**src/rtl/core/mexp_pkg.sv**
```systemverilog
`timescale 1ns / 1ps

package mexp_pkg;

    localparam int OPERAND_BITS = 31;
    localparam int PROD_BITS    = 2 * OPERAND_BITS;
    localparam int CNT_BITS     = $clog2(PROD_BITS);

    typedef logic [OPERAND_BITS-1:0] t_operand;
    typedef logic [PROD_BITS-1:0]    t_product;
    typedef logic [CNT_BITS-1:0]     t_count;

    localparam t_operand OPERAND_ONE = t_operand'(1);

endpackage

```
**src/rtl/core/modular_exponentiation_top.sv**
```systemverilog
`timescale 1ns / 1ps
// Channel  Direction  Handshake            Payload
// input    in         i_valid / o_ready    i_base_value, i_exponent, i_modulus
// output   out        o_valid / i_ready    o_power_result
//
// Every modular multiply of an item is done in a single multiplier followed
// by a remainder unit that retires one product bit per cycle. An item needs
// one multiply to reduce the base, one squaring per exponent bit up to the
// highest set bit, and one more multiply per set bit. Reset is synchronous
// and active low.
// The input is not ready until the result has been taken by the output side.

module modular_exponentiation_top
    import mexp_pkg::*;
(
    input  logic     i_clk,
    input  logic     i_rst_n,
    input  logic     i_valid,
    output logic     o_ready,
    input  t_operand i_base_value,
    input  t_operand i_exponent,
    input  t_operand i_modulus,
    output logic     o_valid,
    input  logic     i_ready,
    output t_operand o_power_result
);

    typedef enum logic [2:0] {
        S_IDLE,
        S_BASE,
        S_STEP,
        S_MUL,
        S_SQR,
        S_OUT
    } t_state;

    t_state   r_state;
    t_operand r_e;
    t_operand r_m;
    t_operand r_acc;
    t_operand r_sq;
    t_operand r_opx;
    t_operand r_opy;
    logic     r_start;

    logic     w_mm_done;
    t_operand w_mm_result;

    mexp_mulmod u_mulmod (
        .i_clk    (i_clk),
        .i_rst_n  (i_rst_n),
        .i_start  (r_start),
        .i_x      (r_opx),
        .i_y      (r_opy),
        .i_mod    (r_m),
        .o_done   (w_mm_done),
        .o_result (w_mm_result)
    );

    always_ff @(posedge i_clk) begin
        if (!i_rst_n) begin
            r_state <= S_IDLE;
            r_start <= 1'b0;
        end else begin
            r_start <= 1'b0;
            case (r_state)
                S_IDLE: begin
                    if (i_valid) begin
                        r_m     <= i_modulus;
                        r_opx   <= i_base_value;
                        r_opy   <= OPERAND_ONE;
                        r_start <= 1'b1;
                        r_state <= S_BASE;
                        if (i_modulus == '0) begin
                            r_e   <= '0;
                            r_acc <= '0;
                        end else if (i_modulus == OPERAND_ONE) begin
                            r_e   <= i_exponent;
                            r_acc <= '0;
                        end else begin
                            r_e   <= i_exponent;
                            r_acc <= OPERAND_ONE;
                        end
                    end
                end
                S_BASE: begin
                    if (w_mm_done) begin
                        r_sq    <= w_mm_result;
                        r_state <= S_STEP;
                    end
                end
                S_STEP: begin
                    if (r_e == '0) begin
                        r_state <= S_OUT;
                    end else if (r_e[0]) begin
                        r_opx   <= r_acc;
                        r_opy   <= r_sq;
                        r_start <= 1'b1;
                        r_state <= S_MUL;
                    end else begin
                        r_opx   <= r_sq;
                        r_opy   <= r_sq;
                        r_start <= 1'b1;
                        r_state <= S_SQR;
                    end
                end
                S_MUL: begin
                    if (w_mm_done) begin
                        r_acc   <= w_mm_result;
                        r_opx   <= r_sq;
                        r_opy   <= r_sq;
                        r_start <= 1'b1;
                        r_state <= S_SQR;
                    end
                end
                S_SQR: begin
                    if (w_mm_done) begin
                        r_sq    <= w_mm_result;
                        r_e     <= r_e >> 1;
                        r_state <= S_STEP;
                    end
                end
                S_OUT: begin
                    if (i_ready) begin
                        r_state <= S_IDLE;
                    end
                end
                default: begin
                    r_state <= S_IDLE;
                end
            endcase
        end
    end

    assign o_ready        = (r_state == S_IDLE);
    assign o_valid        = (r_state == S_OUT);
    assign o_power_result = r_acc;

    a_result_below_mod: assert property (@(posedge i_clk) disable iff (!i_rst_n)
        (o_valid && (r_m != '0)) |-> (o_power_result < r_m))
        else $error("Result is not reduced below the modulus.");

    a_start_pulse: assert property (@(posedge i_clk) disable iff (!i_rst_n)
        r_start |=> !r_start)
        else $error("Multiply start lasted more than one cycle.");

    a_done_expected: assert property (@(posedge i_clk) disable iff (!i_rst_n)
        w_mm_done |-> ((r_state == S_BASE) || (r_state == S_MUL) || (r_state == S_SQR)))
        else $error("Multiply finished while no multiply was pending.");

    a_exponent_spent: assert property (@(posedge i_clk) disable iff (!i_rst_n)
        o_valid |-> (r_e == '0))
        else $error("Result shown before all exponent bits were used.");

endmodule

```
**src/rtl/core/mexp_mulmod.sv**
```systemverilog
`timescale 1ns / 1ps

module mexp_mulmod
    import mexp_pkg::*;
(
    input  logic     i_clk,
    input  logic     i_rst_n,
    input  logic     i_start,
    input  t_operand i_x,
    input  t_operand i_y,
    input  t_operand i_mod,
    output logic     o_done,
    output t_operand o_result
);

    typedef enum logic [1:0] {
        S_IDLE,
        S_MUL,
        S_RED
    } t_state;

    localparam t_count LAST_CNT = t_count'(PROD_BITS - 1);

    t_state   r_state;
    t_operand r_x;
    t_operand r_y;
    t_operand r_m;
    t_product r_prod;
    t_operand r_rem;
    t_count   r_cnt;
    logic     r_done;

    logic [OPERAND_BITS:0] w_shifted;
    logic [OPERAND_BITS:0] w_diff;
    t_operand              n_rem;
    t_product              w_prod;

    assign w_prod    = t_product'(r_x) * t_product'(r_y);
    assign w_shifted = {r_rem, r_prod[PROD_BITS-1]};
    assign w_diff    = w_shifted - {1'b0, r_m};

    always_comb begin
        if (w_shifted >= {1'b0, r_m}) begin
            n_rem = w_diff[OPERAND_BITS-1:0];
        end else begin
            n_rem = w_shifted[OPERAND_BITS-1:0];
        end
    end

    always_ff @(posedge i_clk) begin
        if (!i_rst_n) begin
            r_state <= S_IDLE;
            r_done  <= 1'b0;
            r_cnt   <= '0;
        end else begin
            r_done <= 1'b0;
            case (r_state)
                S_IDLE: begin
                    if (i_start) begin
                        r_x     <= i_x;
                        r_y     <= i_y;
                        r_m     <= i_mod;
                        r_state <= S_MUL;
                    end
                end
                S_MUL: begin
                    r_prod  <= w_prod;
                    r_rem   <= '0;
                    r_cnt   <= '0;
                    r_state <= S_RED;
                end
                S_RED: begin
                    r_rem  <= n_rem;
                    r_prod <= {r_prod[PROD_BITS-2:0], 1'b0};
                    r_cnt  <= r_cnt + t_count'(1);
                    if (r_cnt == LAST_CNT) begin
                        r_done  <= 1'b1;
                        r_state <= S_IDLE;
                    end
                end
                default: begin
                    r_state <= S_IDLE;
                end
            endcase
        end
    end

    assign o_done   = r_done;
    assign o_result = r_rem;

endmodule
```
**config.mk**
```make
export PLATFORM = sky130hd
export DESIGN_NAME = modular_exponentiation_top
export DESIGN_NICKNAME = d
export VERILOG_FILES = /design/src/rtl/core/mexp_pkg.sv /design/src/rtl/core/modular_exponentiation_top.sv /design/src/rtl/core/mexp_mulmod.sv
export SDC_FILE = /design/constraint.sdc
export NUM_CORES = 2
export LEC_CHECK = 0
export BUFFER_PORTS_ARGS = -buffer_cell sky130_fd_sc_hd__buf_2
export CORE_ASPECT_RATIO = 1.2
export CORE_MARGIN = 2
export CORE_UTILIZATION = 30
export CTS_CLUSTER_SIZE = 20
export DETAILED_ROUTE_END_ITERATION = 12
export SLEW_MARGIN = 0
export SYNTH_ARGS = -nofsm -noshare
export SYNTH_HDL_FRONTEND = slang
export SYNTH_SLANG_ARGS = --single-unit
```
**constraint.sdc**
```tcl
create_clock -name i_clk -period 9.3 [get_ports i_clk]
set_input_delay 0.465 -clock i_clk [delete_from_list [all_inputs] [get_ports i_clk]]
set_output_delay 0.465 -clock i_clk [all_outputs]
set_load 0.02 [all_outputs]
```
==> results.sh <==
export IMPL_grt_pass1_vias=34200
export IMPL_grt_pass1_wl_mm=190
export IMPL_die_h_um=437
export IMPL_core_um2=156000
export IMPL_fin_skew_ns=0.0339
export IMPL_cts_buffers=38
export IMPL_tightestPinTransition_ns=1.30
export IMPL_placed_cells=6613
export IMPL_hold_viol_final=0
export IMPL_synthCells=4556
export IMPL_routed_wl_mm=117
export IMPL_setup_viol=0
export IMPL_cts_root_buf="clkbuf_16"
export IMPL_yosysSeqAreaShare=0.244
export IMPL_crit_path_end_kind="flop"
export IMPL_cts_num_sinks=385
export IMPL_clock_fmax_ghz=0.111
export IMPL_maxSlewHeadroom=0.135
export IMPL_crit_required_ns=9.57
export IMPL_dieArea_um2=160000
export IMPL_ys_flop_type="edfxtp_1"
export IMPL_layoutNonFillerInstCount=6684
export IMPL_cpLargestDelayFamily="adder cells"
export IMPL_critPathMaxFanout=20
export IMPL_io_pins=130
export IMPL_drive_gt1_frac=0.0706
export IMPL_crit_slowest_cell="edfxtp_1"
export IMPL_tritoncts="yes"
export IMPL_grt_max_degree=115
export IMPL_maxCapViolations=0
export IMPL_route_vias_total=31300
export IMPL_startpoint_type="flop"
export IMPL_setup_slack_ns=0.313
export IMPL_cts_hold_buf=0
export IMPL_status="completed"
export IMPL_worst_setup_path_type="reg -> reg"
export IMPL_yosysMostFrequentCell="fa_1"
export IMPL_port_buffers=129
export IMPL_period_needed_ns=8.99
export IMPL_cp_common_cell="fa_1"
export IMPL_fin_nets=5786
export IMPL_grt_overflow=0
export IMPL_netlist_area_um2=46900
export IMPL_hpwl_mm=95.9
export IMPL_synth_edff_count=372
export IMPL_post_cts_setup_buffers=0
export IMPL_avgSynthCellArea_um2=10.3
export IMPL_num_rows=159
export IMPL_antenna_found_initial=12
export IMPL_drt_iter0_markers=1591
export IMPL_ys_async_sr_fraction=0
export IMPL_hold_path_class="in -> reg"
export IMPL_route_detailed_drc=0
export IMPL_final_max_slew_viol_count=0
export IMPL_wl_per_cell_um=17.5
export IMPL_synth_top_area_cell="fa_1"
export IMPL_viasPerCell=4.69
export IMPL_gp_congestion=0.867
export IMPL_synthTopCellsByArea="fa_1, edfxtp_1, ha_1"
export IMPL_post_route_period_util=0.966
export IMPL_h_tree_depth=2
export IMPL_initial_core_util=0.301
export IMPL_ant_nets=0
export IMPL_clockBufferDepth=3
export IMPL_ys_ff_latch=385
export IMPL_area_growth_pct=9.38
export IMPL_synth_distinct_cells=63
export IMPL_syn_nets=5782
export IMPL_synth_top_cell_area_share=0.357
export IMPL_yosysWarnings=0
export IMPL_die_w_um=365
export IMPL_final_setup_tns_ns=0
export IMPL_cp_buffers_inverters=5
export IMPL_place_ws_ns=0.357
export IMPL_cp_slowest_stage_delay_ns=0.80
export IMPL_rsz0062_at_grt="no"
export IMPL_ctsResizeCount=0
export IMPL_synth_common_cells="fa_1, inv_1, nand2_1"
export IMPL_crit_arrival_ns=9.25
export IMPL_first_pass_iters=5
export IMPL_clk_latency_ns=0.58
export IMPL_grt_usage=0.150
export IMPL_clkTransAtPathRegs_ns=0.07
-- placed cells by master (no fill, tap or decap), types with 59 or more instances in the layout --
cell type / n
inv_1: 817
buf_4: 95
and2_1: 540
xnor2_1: 59
buf_2: 129
nor2_1: 103
ha_1: 290
fa_1: 838
a21oi_1: 128
nand2_1: 579
o21ai_0: 99
edfxtp_1: 372
-- cell type report --
type	instances	area [um^2]
antenna	1	2.50
inverter	817	3070
sequential	385	11400
multi-input combinational	3092	31500
timing repair buffer	226	1400
clock inverter	28	365
tap	2093	2620
fill	15900	105000
clock buffer	42	966
-- metal layers --
metal  global-route usage  routed length [um]
met3               0.0115                4900
met2                0.266               59400
met4               0.0388                2790
met1                0.197               49700
met5                    0                  27
-- logic make-up after synthesis --
logic type,share of synthesized area
buf+inv,0.0870
compound gates,0.0559
xor+xnor,0.0168
simple gates,0.149
flops,0.244
mux,0.0132
fa+ha+maj,0.435
-- stage by stage --
stage               cell area (um^2)  hold WS (ns)  utilization
detailed placement             50000         0.405        0.321
floorplan                      46900         0.400            -
finish                         51300        0.0841        0.329
CTS                            51300        0.0562        0.329
global placement               50000         0.401        0.321
global route                   51300        0.0653        0.329
-- worst paths after layout --
| check | slack (ns) | to | depth (start not counted) | start |
|---|---|---|---|---|
| min | 0.08 | r_m[20] | 1 | i_modulus[20] |
| min reg2reg | 0.42 | u_mulmod.r_x[12] | 0 | r_opx[12] |
| max reg2reg | 0.31 | u_mulmod.r_prod[59] | 25 | u_mulmod.r_x[5] |
| max | 0.31 | u_mulmod.r_prod[59] | 25 | u_mulmod.r_x[5] |
-- flip-flops by register name (all words and copies together), names as in the netlist, 31 cells and up --
signal,count
r_opx,31
u_mulmod.r_x,31
u_mulmod.r_m,31
o_power_result,31
r_sq,31
u_mulmod.r_y,31
r_e,31
r_m,31
u_mulmod.o_result,31
u_mulmod.r_prod,62
r_opy,31
Power is left out: the tool's default activity adds up to more than one toggle a clock period on the data nets, which glitch-free logic cannot reach.
